[src/hw/rtl/channel_switch_announce_fsm_macros.svh]
// Assertion macros used by the block's top-level RTL file.
`ifndef CHANNEL_SWITCH_ANNOUNCE_FSM_MACROS_SVH
`define CHANNEL_SWITCH_ANNOUNCE_FSM_MACROS_SVH

// Same-cycle implication, sampled on clk_i and switched off during reset.
`define CSA_ASSERT_IMPL(label, ante, cons, msg) \
  label: assert property (@(posedge clk_i) disable iff (!rst_ni) (ante) |-> (cons)) \
    else $error(msg);

// Next-cycle implication, sampled on clk_i and switched off during reset.
`define CSA_ASSERT_NEXT(label, ante, cons, msg) \
  label: assert property (@(posedge clk_i) disable iff (!rst_ni) (ante) |=> (cons)) \
    else $error(msg);

`endif

[src/hw/rtl/csa_pkg.sv]
package csa_pkg;

  localparam int AllowSlots      = 8;
  localparam int MaxChannel      = 200;
  localparam int DriftLimitMs    = 20;
  localparam int DefaultRevertMs = 3000;

  localparam int NowW    = 48;
  localparam int TimeW   = 50;
  localparam int InDataW = 160;
  localparam int OutDataW = 72;

  localparam logic [2:0] RegCooldown  = 3'd0;
  localparam logic [2:0] RegNoRevert  = 3'd1;
  localparam logic [2:0] RegChanCount = 3'd2;
  localparam logic [2:0] RegChanList  = 3'd3;
  localparam logic [2:0] RegBwMask    = 3'd4;

  typedef enum logic [2:0] {
    MODE_IDLE   = 3'b001,
    MODE_ARMED  = 3'b010,
    MODE_VERIFY = 3'b100
  } mode_e;

  typedef enum logic [1:0] {
    CMD_COMMIT = 2'd0,
    CMD_ALIVE  = 2'd1,
    CMD_TICK   = 2'd2,
    CMD_UNUSED = 2'd3
  } cmd_e;

  typedef enum logic [3:0] {
    EV_NONE      = 4'd0,
    EV_MALFORMED = 4'd1,
    EV_RANGE     = 4'd2,
    EV_CHAN      = 4'd3,
    EV_BW        = 4'd4,
    EV_COOLDOWN  = 4'd5,
    EV_ARMED     = 4'd6,
    EV_REFRESH   = 4'd7,
    EV_DRIFT     = 4'd8,
    EV_COMMITTED = 4'd9,
    EV_SWITCHED  = 4'd10,
    EV_REVERTED  = 4'd11,
    EV_VERIFY    = 4'd12
  } event_e;

  localparam logic [1:0] StateIdle   = 2'd0;
  localparam logic [1:0] StateArmed  = 2'd1;
  localparam logic [1:0] StateVerify = 2'd2;

  typedef struct packed {
    logic [19:0] hold_off_ms;
    logic        direct_commit;
    logic [3:0]  allow_chan_count;
    logic [63:0] allow_chan_list;
    logic [7:0]  allow_bw_mask;
  } cfg_t;

  typedef struct packed {
    logic range_ok;
    logic chan_ok;
    logic bw_ok;
  } check_t;

  function automatic logic [1:0] state_code(mode_e mode);
    logic [1:0] code;
    case (mode)
      MODE_ARMED:  code = StateArmed;
      MODE_VERIFY: code = StateVerify;
      default:     code = StateIdle;
    endcase
    return code;
  endfunction

endpackage

[src/hw/rtl/csa_check.sv]
module csa_check (
  input  csa_pkg::cfg_t   cfg_i,
  input  logic [7:0]      chan_i,
  input  logic [2:0]      bw_i,
  output csa_pkg::check_t check_o
);

  logic [3:0] slots;
  logic [csa_pkg::AllowSlots-1:0] hit;

  always_comb begin
    if (cfg_i.allow_chan_count > 4'(csa_pkg::AllowSlots)) begin
      slots = 4'(csa_pkg::AllowSlots);
    end else begin
      slots = cfg_i.allow_chan_count;
    end
    for (int i = 0; i < csa_pkg::AllowSlots; i++) begin
      hit[i] = (4'(i) < slots) && (cfg_i.allow_chan_list[8*i +: 8] == chan_i);
    end
  end

  assign check_o.range_ok = (chan_i != 8'd0) && (chan_i <= 8'(csa_pkg::MaxChannel));
  assign check_o.chan_ok  = (cfg_i.allow_chan_count == 4'd0) || (|hit);
  assign check_o.bw_ok    = (cfg_i.allow_bw_mask == 8'd0) || cfg_i.allow_bw_mask[bw_i];

endmodule

[src/hw/rtl/channel_switch_announce_fsm.sv]
// An accepted input waits in the input register; its result enters the output
// register once that is empty or being read. Throughput: one item per cycle
// unless the output stalls; input and output registers each stage one item,
// and all checks and state updates are done in a single pass between them.
// Reset (rst_ni low, asynchronous) clears the mode, the hop history, all state
// and the configuration registers, and empties both stages.
`include "channel_switch_announce_fsm_macros.svh"

module channel_switch_announce_fsm (
  input  logic        clk_i,
  input  logic        rst_ni,
  input  logic        cfg_valid_i,
  output logic        cfg_ready_o,
  input  logic [2:0]  cfg_addr_i,
  input  logic [63:0] cfg_data_i,
  input  logic        s_tvalid_i,
  output logic        s_tready_o,
  // now_ms, frame_ok, session, delay_ms, has_revert, revert_ms, target_channel,
  // target_bw, prev_channel, prev_bw, zero padding
  input  logic [csa_pkg::InDataW-1:0] s_tdata_i,
  // cmd
  input  logic [1:0]  s_tuser_i,
  output logic        m_tvalid_o,
  input  logic        m_tready_i,
  // do_set, out_channel, out_bw, event_code, next_deadline_ms, state_now,
  // zero padding
  output logic [csa_pkg::OutDataW-1:0] m_tdata_o
);

  csa_pkg::cfg_t cfg_q;

  logic                        in_valid_q;
  logic [csa_pkg::InDataW-1:0] in_data_q;
  logic [1:0]                  in_user_q;
  logic                        out_valid_q;
  logic [67:0]                 out_data_q, out_data_d;
  logic                        adv;

  csa_pkg::mode_e           mode_q, mode_d;
  logic [31:0]              cur_session_q, cur_session_d;
  logic signed [49:0]       switch_at_q, switch_at_d;
  logic signed [49:0]       revert_time_q, revert_time_d;
  logic [7:0]               tgt_chan_q, tgt_chan_d;
  logic [2:0]               tgt_bw_q, tgt_bw_d;
  logic [7:0]               prv_chan_q, prv_chan_d;
  logic [2:0]               prv_bw_q, prv_bw_d;
  logic [csa_pkg::NowW-1:0] last_hop_q, last_hop_d;
  logic                     last_hop_valid_q, last_hop_valid_d;

  logic [csa_pkg::NowW-1:0] now;
  logic                     frame_ok;
  logic [31:0]              session;
  logic [31:0]              delay;
  logic                     has_revert;
  logic [19:0]              revert_ms;
  logic [7:0]               target_channel;
  logic [2:0]               target_bw;
  logic [7:0]               prev_channel;
  logic [2:0]               prev_bw;
  csa_pkg::cmd_e            cmd;

  csa_pkg::check_t    chk;
  logic signed [49:0] now_s;
  logic signed [49:0] instant;
  logic signed [50:0] delta;
  logic signed [48:0] since;
  logic               cooldown_hold;
  logic               drift_ok;

  logic               set;
  logic [7:0]         och;
  logic [2:0]         obw;
  csa_pkg::event_e    ev;
  logic signed [49:0] deadline;

  logic [3:0]         res_ev;
  logic               res_hop;
  logic               res_armed;
  logic               res_in_armed;

  localparam logic signed [50:0] DriftLim = 51'(csa_pkg::DriftLimitMs);

  assign cfg_ready_o = 1'b1;

  always_ff @(posedge clk_i or negedge rst_ni) begin
    if (!rst_ni) begin
      cfg_q <= '0;
    end else if (cfg_valid_i) begin
      case (cfg_addr_i)
        csa_pkg::RegCooldown:  cfg_q.hold_off_ms      <= cfg_data_i[19:0];
        csa_pkg::RegNoRevert:  cfg_q.direct_commit    <= cfg_data_i[0];
        csa_pkg::RegChanCount: cfg_q.allow_chan_count <= cfg_data_i[3:0];
        csa_pkg::RegChanList:  cfg_q.allow_chan_list  <= cfg_data_i;
        csa_pkg::RegBwMask:    cfg_q.allow_bw_mask    <= cfg_data_i[7:0];
        default: begin
        end
      endcase
    end
  end

  assign adv        = in_valid_q && (!out_valid_q || m_tready_i);
  assign s_tready_o = !in_valid_q || adv;

  always_ff @(posedge clk_i or negedge rst_ni) begin
    if (!rst_ni) begin
      in_valid_q  <= 1'b0;
      out_valid_q <= 1'b0;
    end else begin
      if (s_tready_o) begin
        in_valid_q <= s_tvalid_i;
      end
      if (adv) begin
        out_valid_q <= 1'b1;
      end else if (m_tready_i) begin
        out_valid_q <= 1'b0;
      end
    end
  end

  always_ff @(posedge clk_i) begin
    if (s_tready_o && s_tvalid_i) begin
      in_data_q <= s_tdata_i;
      in_user_q <= s_tuser_i;
    end
    if (adv) begin
      out_data_q <= out_data_d;
    end
  end

  assign now            = in_data_q[47:0];
  assign frame_ok       = in_data_q[48];
  assign session        = in_data_q[80:49];
  assign delay          = in_data_q[112:81];
  assign has_revert     = in_data_q[113];
  assign revert_ms      = in_data_q[133:114];
  assign target_channel = in_data_q[141:134];
  assign target_bw      = in_data_q[144:142];
  assign prev_channel   = in_data_q[152:145];
  assign prev_bw        = in_data_q[155:153];
  assign cmd            = csa_pkg::cmd_e'(in_user_q);

  csa_check u_check (
    .cfg_i  (cfg_q),
    .chan_i (target_channel),
    .bw_i   (target_bw),
    .check_o(chk)
  );

  assign now_s   = $signed({2'b00, now});
  assign instant = now_s + $signed({{18{delay[31]}}, delay});
  assign delta   = $signed({instant[49], instant}) - $signed({switch_at_q[49], switch_at_q});
  assign drift_ok = (delta <= DriftLim) && (delta >= -DriftLim);
  assign since   = $signed({1'b0, now}) - $signed({1'b0, last_hop_q});
  assign cooldown_hold = (cfg_q.hold_off_ms != 20'd0) && last_hop_valid_q &&
                         (since < $signed({29'd0, cfg_q.hold_off_ms}));

  always_comb begin
    mode_d           = mode_q;
    cur_session_d    = cur_session_q;
    switch_at_d      = switch_at_q;
    revert_time_d    = revert_time_q;
    tgt_chan_d       = tgt_chan_q;
    tgt_bw_d         = tgt_bw_q;
    prv_chan_d       = prv_chan_q;
    prv_bw_d         = prv_bw_q;
    last_hop_d       = last_hop_q;
    last_hop_valid_d = last_hop_valid_q;
    set      = 1'b0;
    och      = 8'd0;
    obw      = 3'd0;
    ev       = csa_pkg::EV_NONE;
    deadline = '0;
    case (cmd)
      csa_pkg::CMD_COMMIT: begin
        if (!frame_ok) begin
          ev = csa_pkg::EV_MALFORMED;
        end else if (!chk.range_ok) begin
          ev = csa_pkg::EV_RANGE;
        end else if (!chk.chan_ok) begin
          ev = csa_pkg::EV_CHAN;
        end else if (!chk.bw_ok) begin
          ev = csa_pkg::EV_BW;
        end else if (mode_q == csa_pkg::MODE_VERIFY && session == cur_session_q) begin
          mode_d = csa_pkg::MODE_IDLE;
          ev     = csa_pkg::EV_COMMITTED;
        end else if (mode_q == csa_pkg::MODE_IDLE || session > cur_session_q) begin
          if (cooldown_hold) begin
            ev = csa_pkg::EV_COOLDOWN;
          end else begin
            mode_d        = csa_pkg::MODE_ARMED;
            cur_session_d = session;
            switch_at_d   = instant;
            revert_time_d = has_revert ? $signed({30'd0, revert_ms})
                                       : $signed(50'(csa_pkg::DefaultRevertMs));
            tgt_chan_d    = target_channel;
            tgt_bw_d      = target_bw;
            prv_chan_d    = prev_channel;
            prv_bw_d      = prev_bw;
            ev            = csa_pkg::EV_ARMED;
          end
        end else if (mode_q == csa_pkg::MODE_ARMED && session == cur_session_q) begin
          ev = drift_ok ? csa_pkg::EV_REFRESH : csa_pkg::EV_DRIFT;
        end
      end
      csa_pkg::CMD_ALIVE: begin
        if (mode_q == csa_pkg::MODE_VERIFY) begin
          mode_d = csa_pkg::MODE_IDLE;
          ev     = csa_pkg::EV_COMMITTED;
        end
      end
      csa_pkg::CMD_TICK: begin
        if (mode_q == csa_pkg::MODE_ARMED) begin
          if (now_s >= switch_at_q) begin
            set              = 1'b1;
            och              = tgt_chan_q;
            obw              = tgt_bw_q;
            last_hop_d       = now;
            last_hop_valid_d = 1'b1;
            if (cfg_q.direct_commit) begin
              mode_d = csa_pkg::MODE_IDLE;
              ev     = csa_pkg::EV_SWITCHED;
            end else begin
              mode_d        = csa_pkg::MODE_VERIFY;
              revert_time_d = now_s + revert_time_q;
              ev            = csa_pkg::EV_VERIFY;
              deadline      = now_s + revert_time_q;
            end
          end else begin
            deadline = switch_at_q;
          end
        end else if (mode_q == csa_pkg::MODE_VERIFY) begin
          if (now_s >= revert_time_q) begin
            set              = 1'b1;
            och              = prv_chan_q;
            obw              = prv_bw_q;
            last_hop_d       = now;
            last_hop_valid_d = 1'b1;
            mode_d           = csa_pkg::MODE_IDLE;
            ev               = csa_pkg::EV_REVERTED;
          end else begin
            deadline = revert_time_q;
          end
        end
      end
      default: begin
      end
    endcase
    out_data_d = {csa_pkg::state_code(mode_d), deadline, ev, obw, och, set};
  end

  always_ff @(posedge clk_i or negedge rst_ni) begin
    if (!rst_ni) begin
      mode_q           <= csa_pkg::MODE_IDLE;
      cur_session_q    <= '0;
      switch_at_q      <= '0;
      revert_time_q    <= '0;
      tgt_chan_q       <= '0;
      tgt_bw_q         <= '0;
      prv_chan_q       <= '0;
      prv_bw_q         <= '0;
      last_hop_q       <= '0;
      last_hop_valid_q <= 1'b0;
    end else if (adv) begin
      mode_q           <= mode_d;
      cur_session_q    <= cur_session_d;
      switch_at_q      <= switch_at_d;
      revert_time_q    <= revert_time_d;
      tgt_chan_q       <= tgt_chan_d;
      tgt_bw_q         <= tgt_bw_d;
      prv_chan_q       <= prv_chan_d;
      prv_bw_q         <= prv_bw_d;
      last_hop_q       <= last_hop_d;
      last_hop_valid_q <= last_hop_valid_d;
    end
  end

  assign m_tvalid_o = out_valid_q;
  assign m_tdata_o  = {4'd0, out_data_q};

  assign res_ev       = m_tdata_o[15:12];
  assign res_hop      = (res_ev == csa_pkg::EV_SWITCHED) || (res_ev == csa_pkg::EV_VERIFY) ||
                        (res_ev == csa_pkg::EV_REVERTED);
  assign res_armed    = (res_ev == csa_pkg::EV_ARMED);
  assign res_in_armed = (m_tdata_o[67:66] == csa_pkg::StateArmed);

  `CSA_ASSERT_IMPL(a_hop_sets, m_tvalid_o && res_hop, m_tdata_o[0], "Hop without tuning.")
  `CSA_ASSERT_IMPL(a_armed_state, m_tvalid_o && res_armed, res_in_armed, "Armed state missing.")
  `CSA_ASSERT_NEXT(a_hop_sticky, last_hop_valid_q, last_hop_valid_q, "Hop history was lost.")

endmodule

[config.mk]
export PLATFORM = sky130hd
export DESIGN_NAME = channel_switch_announce_fsm
export DESIGN_NICKNAME = d
export VERILOG_FILES = /design/src/hw/rtl/csa_pkg.sv /design/src/hw/rtl/csa_check.sv /design/src/hw/rtl/channel_switch_announce_fsm.sv
export VERILOG_INCLUDE_DIRS = /design/src /design/src/hw/rtl
export SDC_FILE = /design/constraint.sdc
export NUM_CORES = 1
export LEC_CHECK = 0
export BUFFER_PORTS_ARGS = -buffer_cell sky130_fd_sc_hd__buf_2
export CORE_MARGIN = 2
export CORE_UTILIZATION = 35
export DETAILED_ROUTE_END_ITERATION = 10
export GPL_TIMING_DRIVEN = 0
export HOLD_SLACK_MARGIN = 0.15
export PLACE_DENSITY = 0.62
export SETUP_SLACK_MARGIN = 0.5
export SLEW_MARGIN = 5
export SYNTH_ARGS = -nofsm -noshare
export SYNTH_HDL_FRONTEND = slang
export SYNTH_SLANG_ARGS = --single-unit
[constraint.sdc]
create_clock -name clk_i -period 6.4 [get_ports clk_i]
set_input_delay 0.64 -clock clk_i [delete_from_list [all_inputs] [get_ports clk_i]]
set_output_delay 0.64 -clock clk_i [all_outputs]
set_load 0.01 [all_outputs]
==> summary.txt, run 1 <==
Clocking
  • Clock tree from TritonCTS: built
  • Inserted Clock Buffers: between 60 and 70
  • Clock transition at the registers of the reported paths: about 60 ps
  • Maximum buffer depth of the clock tree: 3
  • Depth of the CTS H-tree: 3
  • Clock Sinks: approximately 530
  • Worst-skew pair later-pin latency: between 600 and 700 ps
  • Library cell used as clock root buffer: sky130_fd_sc_hd__clkbuf_16

Critical path
  • Crit-path slowest cell: sky130_fd_sc_hd__or4_4
  • Critical Path End Type: flop
  • Worst setup startpoint: in_data_q[1]$_DFFE_PP_
  • Endpoint arrival time on the critical path: a little over 7000 ps
  • Kind of launch point of the worst setup path: flop
  • Crit path buf inv count: 0
  • Crit path largest cell delay: 590 ps
  • CP required: just under 7000 ps
  • Startpoint of the lowest-slack register-to-register path: in_data_q[1]$_DFFE_PP_
  • Classification of the worst setup path: flop to flop
  • Biggest fanout along the worst timing path: 7
  • Worst path top cell family by delay: compound AO/OA/AOI/OAI gates

Route
  • Via count normalized by instance count: between 5 and 6
  • Average wire per standard cell: 22.2 um
  • Total Wirelength: approximately 130 mm
  • # DRC: 0
  • Number of DRC violations after detailed-routing iteration 0: approximately 2700
  • Drt first pass iters: 6
  • Count of antenna-violating nets left after detailed routing: 0
  • Total vias in the final route: ~32000

Finish
  • Layout overhead on the synthesized area: 23.7%
  • Non-Filler Cell Area, Final: between 40000 and 50000 um2
  • Share of layout cells above drive strength 1: 19.8%
  • Util after Layout: 43.7%
  • Final-stage net count: slightly below 5000

Floorplanning
  • Initial cell density of the core: between 30% and 40%
  • Chip Width: 325 um
  • Die ar.: ~110000 um2
  • Height of the die: 325 um
  • Num ports: just over 300
  • Number of placement rows: approximately 120
  • Core Footprint: ~100000 um2

Logic synthesis
  • Leading cell types by total area after synthesis: sky130_fd_sc_hd__dfrtp_1, sky130_fd_sc_hd__edfxtp_1, sky130_fd_sc_hd__ha_1, sky130_fd_sc_hd__mux2_2, sky130_fd_sc_hd__a21oi_1
  • Commonest cells in the netlist: sky130_fd_sc_hd__ha_1, sky130_fd_sc_hd__dfrtp_1, sky130_fd_sc_hd__nor2_1, sky130_fd_sc_hd__a21oi_1, sky130_fd_sc_hd__inv_1
  • Summed instance area of the synthesized netlist: ~36000 um2
  • Async set-reset flop share out of synthesis: between 50 and 60%
  • Sequential area share after synthesis: ~40%
  • Number of flops mapped to enable cells by yosys: about 230
  • Synthesized netlist cell count: approximately 3700
  • Distinct cells, synth: 86
  • Top-area cell type share of the netlist area: 21.2%
  • Syn. warnings: 0
  • Most frequent cell after synthesis: sky130_fd_sc_hd__ha_1
  • Flop and latch count out of synthesis: approximately 530
  • Cell type with the highest aggregate area in the netlist: sky130_fd_sc_hd__dfrtp_1
  • Ys flop type: sky130_fd_sc_hd__dfrtp_1
  • Synthesized area per cell: about 9.6 um2

Timing
  • Clock Skew: between 30 and 40 ps
  • Setup ws final: -497 ps
  • Setup tns final: -1200 ps
  • Post-layout min period: around 6900 ps
  • Least-Margin Pin Slew: between 1000 and 1500 ps
  • Setup violators final: 4
  • Final max-slew violation count: 0
  • Setup repair after global routing missed its margin: yes
  • Timing-limited maximum frequency: approximately 0.14 GHz
  • Rel. slew slack: between 10% and 20%
  • Final number of hold-violating endpoints: 0
  • Final period util: 108%

Power
  • Overall power: between 10 and 15 mW
  • Leak: between 15 and 20 nW
  • Max IR drop VDD: ~250 uV
  • Power density over the cells: around 290 nW/um2

GRT
  • Overall overflow remaining after global route: 0
  • Via count of the first global-routing pass: roughly 30000
  • Global-route wire length before repair: between 150 and 200 mm
  • Number of antenna violations at the first check in global routing: 23
  • Largest net degree at the start of global routing: 89
  • Total GRT Usage: approximately 23%

Flow run
  • Max-cap violations: 0

Placement
  • Dpl cell area: a little under 40000 um2
  • Quantity of I/O buffers inserted on ports: around 300
  • Routability cong.: 0.953
  • Worst slack, placed: -1770 ps
  • HPWL after detailed placement: around 94 mm

Min path
  • Path class of the lowest-slack min-delay path: input pin to flop
  • Hold Crit Start: s_tdata_i[136]

Status
  • Status: complete, but fails checks
  • Failing checks: negative setup slack
routing by layer:
metal	track usage, %	up-vias	routed length [um]	share of wire (%)
met2	37.7	1191	58800	46
met1	30.1	15500	53600	42
li1	-	14800	-	-
met3	4.31	244	9690	7.6
met4	9.35	6	5120	4.0
met5	0	-	40	0.031
cell families after synthesis:
group                      synth area share (%)
xor gates and xnor gates                   5.41
DFF                                        40.1
adders and majority gates                  12.1
other                                    0.0209
AOI/OAI and AO/OA                          18.9
muxes                                      5.86
buffers and inverters                      4.69
and+or+nand+nor                            12.9
layout make-up:
type	instances	area [um2]
Sequential cell	531	14400
Inverter	283	1070
Tap cell	1368	1710
Clock buffer	81	1790
Clock inverter	43	377
Buffer	146	800
Fill cell	9803	57400
Antenna cell	12	30.0
Timing Repair Buffer	473	3320
Multi-Input combinational cell	2782	21000
cells in the final DEF, fill, tap and decap left out, types with 25 or more instances in the layout:
cell	instances
sky130_fd_sc_hd__a221oi_1	37
sky130_fd_sc_hd__nor3_1	52
sky130_fd_sc_hd__o21a_1	49
sky130_fd_sc_hd__clkbuf_16	72
sky130_fd_sc_hd__a211oi_1	26
sky130_fd_sc_hd__nor4_1	35
sky130_fd_sc_hd__a22oi_1	25
sky130_fd_sc_hd__o21ai_1	64
sky130_fd_sc_hd__nand3_1	45
sky130_fd_sc_hd__inv_1	281
sky130_fd_sc_hd__mux2_1	30
sky130_fd_sc_hd__mux2_2	130
sky130_fd_sc_hd__nor2b_1	26
sky130_fd_sc_hd__buf_2	302
sky130_fd_sc_hd__dlygate4sd3_1	61
sky130_fd_sc_hd__nand4_1	76
sky130_fd_sc_hd__xor2_1	76
sky130_fd_sc_hd__o21bai_1	48
sky130_fd_sc_hd__o21ai_0	160
sky130_fd_sc_hd__ha_1	322
sky130_fd_sc_hd__buf_4	96
sky130_fd_sc_hd__dfrtp_1	304
sky130_fd_sc_hd__a21o_1	114
sky130_fd_sc_hd__edfxtp_1	226
sky130_fd_sc_hd__nand2b_1	33
sky130_fd_sc_hd__a31oi_1	32
sky130_fd_sc_hd__clkbuf_1	107
sky130_fd_sc_hd__nand2_1	266
sky130_fd_sc_hd__xnor2_1	142
sky130_fd_sc_hd__nor2_1	297
sky130_fd_sc_hd__a21oi_1	270
repair_timing:
item	4_1_cts	5_1_grt
hold buffers	61	0
resized for setup	114	141
gates cloned	2	3
pin swaps	30	50
buffers inserted	63	39
setup endpoints to repair	165	162
endpoints found under the hold margin	129	0
stage by stage:
step | hold slack, ps | instances
5_1_grt | 167 | 5718
4_1_cts | 150 | 5665
3_5_place_dp | 451 | 5415
6_report | 180 | 5719
2_1_floorplan | 344 | 3742
3_3_place_gp | 444 | 5409
where the power goes:
group | total, mW | internal (mW) | leakage [nW] | switching [mW]
Clock | 3.77 | 2.12 | 1.03 | 1.65
Sequential | 4.26 | 3.99 | 5.76 | 0.271
Combinational | 4.90 | 2.05 | 12.5 | 2.85
Total | 12.9 | 8.16 | 19.3 | 4.77
final timing paths:
check,endpoint,slack [ps],cells after the start
min in group asynchronous,cur_session_q[10]$_DFFE_PN0P_,580,2
min,in_data_q[136]$_DFFE_PP_,180,1
max in group asynchronous,last_hop_q[23]$_DFFE_PN0P_,4530,4
max reg2reg,out_data_q[15]$_DFFE_PP_,-500,26
min reg2reg,prv_chan_q[0]$_DFFE_PN0P_,450,1
max,out_data_q[15]$_DFFE_PP_,-500,26
worst reg2reg max path, delay by kind of cell (launching register included):
family / cells / cell delay [ps]
XOR/XNOR: 1 / 320
AO/OA/AOI/OAI: 14 / 2720
AND/OR/NAND/NOR: 9 / 2480
adder cells (fa/ha/maj): 2 / 610
flip-flops: 1 / 490
registers in the layout (all words and copies together) (netlist names), 2 cells and up:
| signal | flops |
|---|---|
| tgt_bw_q | 3 |
| prv_bw_q | 3 |
| cfg_q | 97 |
| switch_at_q | 50 |
| mode_q | 3 |
| cmd | 2 |
| out_data_q | 68 |
| prv_chan_q | 8 |
| cur_session_q | 32 |
| in_data_q | 156 |
| revert_time_q | 50 |
| last_hop_q | 48 |
| tgt_chan_q | 8 |
No activity file was read; power rests on OpenSTA's default activity.
==> inputs of run 2 (changes only) <==
CTS_BUF_LIST = sky130_fd_sc_hd__clkbuf_4   (was unset)
==> summary.txt, run 2 (synthesis results as in run 1) <==
Critical path
  • CP required: 7220 ps (+450 ps)
  • Classification of the worst setup path: flop to flop
  • Crit path largest cell delay: 480 ps (-110 ps)
  • Crit-path slowest cell: sky130_fd_sc_hd__a221o_1
  • Kind of launch point of the worst setup path: flop
  • Endpoint arrival time on the critical path: 7750 ps (+480 ps)
  • Critical Path End Type: flop
  • CP most frequent cell: sky130_fd_sc_hd__a21oi_2
  • Biggest fanout along the worst timing path: 6 (-1)

GRT
  • Global-route wire length before repair: 193 mm (+3.4%)
  • Largest net degree at the start of global routing: 89 (unchanged)
  • Total GRT Usage: 23.9% (+0.77 points)
  • Overall overflow remaining after global route: 0 (unchanged)
  • Number of antenna violations at the first check in global routing: 29 (+26%)
  • Via count of the first global-routing pass: 32500 (+6.7%)

Floorplanning
  • Die ar.: 105000 um2 (unchanged)
  • Initial cell density of the core: 35.3% (unchanged)
  • Num ports: 309 (unchanged)
  • Chip Width: 325 um (unchanged)
  • Height of the die: 325 um (unchanged)
  • Number of placement rows: 117 (unchanged)
  • Core Footprint: 102000 um2 (unchanged)

Flow run
  • Max-cap violations: 0 (unchanged)

Status
  • Failing checks: negative setup slack
  • Status: complete, but fails checks

Route
  • # DRC: 0 (unchanged)
  • Drt first pass iters: 6 (unchanged)
  • Count of antenna-violating nets left after detailed routing: 0 (unchanged)
  • Via count normalized by instance count: 5.47 (-1.2%)
  • Average wire per standard cell: 21.5 um (-3.4%)
  • Total vias in the final route: 33200 (+4.7%)
  • Total Wirelength: 130 mm (+2.4%)
  • Number of DRC violations after detailed-routing iteration 0: 2794 (+4.6%)

Clocking
  • Depth of the CTS H-tree: 4 (+1)
  • Worst-skew pair later-pin latency: 1090 ps (+440 ps)
  • Clock tree from TritonCTS: built
  • Clock transition at the registers of the reported paths: 80 ps (+20 ps)
  • Library cell used as clock root buffer: sky130_fd_sc_hd__clkbuf_4
  • Clock Sinks: 531 (unchanged)
  • Inserted Clock Buffers: 153 (+130%)
  • Maximum buffer depth of the clock tree: 3 (unchanged)

Timing
  • Setup violators final: 4 (unchanged)
  • Final period util: 108% (+0.56 points)
  • Timing-limited maximum frequency: 0.144 GHz (-0.52%)
  • Clock Skew: 104 ps (+68.7 ps)
  • Final max-slew violation count: 0 (unchanged)
  • Final number of hold-violating endpoints: 0 (unchanged)
  • Post-layout min period: 6930 ps (+36.0 ps)
  • Setup tns final: -1520 ps (-325 ps)
  • Least-Margin Pin Slew: 1280 ps (-32.0 ps)
  • Setup repair after global routing missed its margin: yes
  • Rel. slew slack: 13.5% (+1.8 points)
  • Setup ws final: -533 ps (-36.0 ps)

Power
  • Power density over the cells: 273 nW/um2 (-6.1%)
  • Max IR drop VDD: 173 uV (-31%)
  • Leak: 20.2 nW (+4.6%)
  • Overall power: 12.6 mW (-2.9%)

Placement
  • Worst slack, placed: -1770 ps (unchanged)
  • Quantity of I/O buffers inserted on ports: 299 (unchanged)
  • HPWL after detailed placement: 94.2 mm (unchanged)
  • Routability cong.: 0.953 (unchanged)

Finish
  • Biggest regs: in_data_q: 156 flops, cfg_q: 97 flops, out_data_q: 68 flops
  • Final-stage net count: 5145 (+5.8%)
  • Register ranked first by flip-flop count: in_data_q
  • Most common cell after layout, fill and taps aside: sky130_fd_sc_hd__ha_1
  • Most frequent cells in the layout: sky130_fd_sc_hd__ha_1, sky130_fd_sc_hd__buf_2, sky130_fd_sc_hd__dfrtp_1
  • Fillers: 9699 (-1.1%)
  • Max reg flops: 156 (unchanged)
  • Share of layout cells above drive strength 1: 20.1% (+0.24 points)
  • Layout overhead on the synthesized area: 28.0%

Min path
  • Path class of the lowest-slack min-delay path: input pin to flop
[run 2: changes by cell type in the layout (fill, tap and decap cells not counted), moves of 10 or more]
cell	previous run	this run
sky130_fd_sc_hd__clkbuf_4	5	217
sky130_fd_sc_hd__dlygate4sd3_1	61	278
sky130_fd_sc_hd__o2bb2ai_2	11	1
sky130_fd_sc_hd__clkinv_1	10	32
sky130_fd_sc_hd__buf_4	96	70
sky130_fd_sc_hd__clkbuf_1	107	97
sky130_fd_sc_hd__o2bb2ai_1	7	26
sky130_fd_sc_hd__clkbuf_16	72	3
[run 2: final timing paths]
kind                                               end  slack, ps  cells after the start                      from
setup reg to reg              out_data_q[15]$_DFFE_PP_       -530                     29    in_data_q[0]$_DFFE_PP_
setup / recovery              out_data_q[15]$_DFFE_PP_       -530                     29    in_data_q[0]$_DFFE_PP_
hold / removal                in_data_q[118]$_DFFE_PP_        300                      2            s_tdata_i[118]
min in group asynchronous  switch_at_q[24]$_DFFE_PN0P_        620                      3                    rst_ni
hold reg to reg              prv_chan_q[1]$_DFFE_PN0P_        460                      1  in_data_q[146]$_DFFE_PP_
max in group asynchronous   last_hop_q[21]$_DFFE_PN0P_       4700                      5                    rst_ni
[run 2: per-stage QoR]
step           utilization (%)  std cells  hold slack (ps)  cell area [um2]
2_1_floorplan                -       3742              344            36100
3_3_place_gp              38.6       5409              444            39300
3_5_place_dp              38.7       5415              451            39500
4_1_cts                   44.4       6024              150            45300
5_1_grt                   45.2       6058              220            46000
6_report                  45.2       6062              303            46000
[run 2: report_power, final]
part           leakage [nW]  internal (mW)  switching, mW
Combinational          13.3           2.07           2.85
Sequential             5.76           3.99          0.278
Clock                  1.17           1.73           1.63
[run 2: cell type report]
type	count	area [um2]	share of cell area (%)
Multi-Input combinational cell	2782	20700	44.9
Sequential cell	531	14400	31.3
Timing Repair Buffer	668	5300	11.5
Tap cell	1368	1710	3.72
Clock buffer	216	1620	3.52
Inverter	283	1070	2.32
Buffer	146	838	1.82
Clock inverter	55	374	0.813
Antenna cell	13	32.5	0.0707
[run 2: repair_timing]
item                       in CTS  in global routing
hold buffers                  279                  0
cloned                          1                  3
setup endpoints to repair     165                162
pin swaps                      35                 47
setup buffers                  58                 22
hold endpoints to repair      494                  0
resized for setup             107                112
[run 2: routing by layer]
metal  global-route usage [%]  part of all wire, %  vias up
met5                        0                 0.21        -
met4                     10.8                  4.7       12
met3                     5.84                  8.4      355
met2                     39.0                   46     1367
met1                     29.8                   41    16000
li1                         -                    -    15400
[run 2: worst max-delay path, delay by kind of cell, from the launching register on]
kind            cells  cell delay, ps
compound gates     15            3340
fa+ha+maj           3             860
simple gates        8            1530
flops               1             460
xor+xnor            1             150
buf+inv             2             280
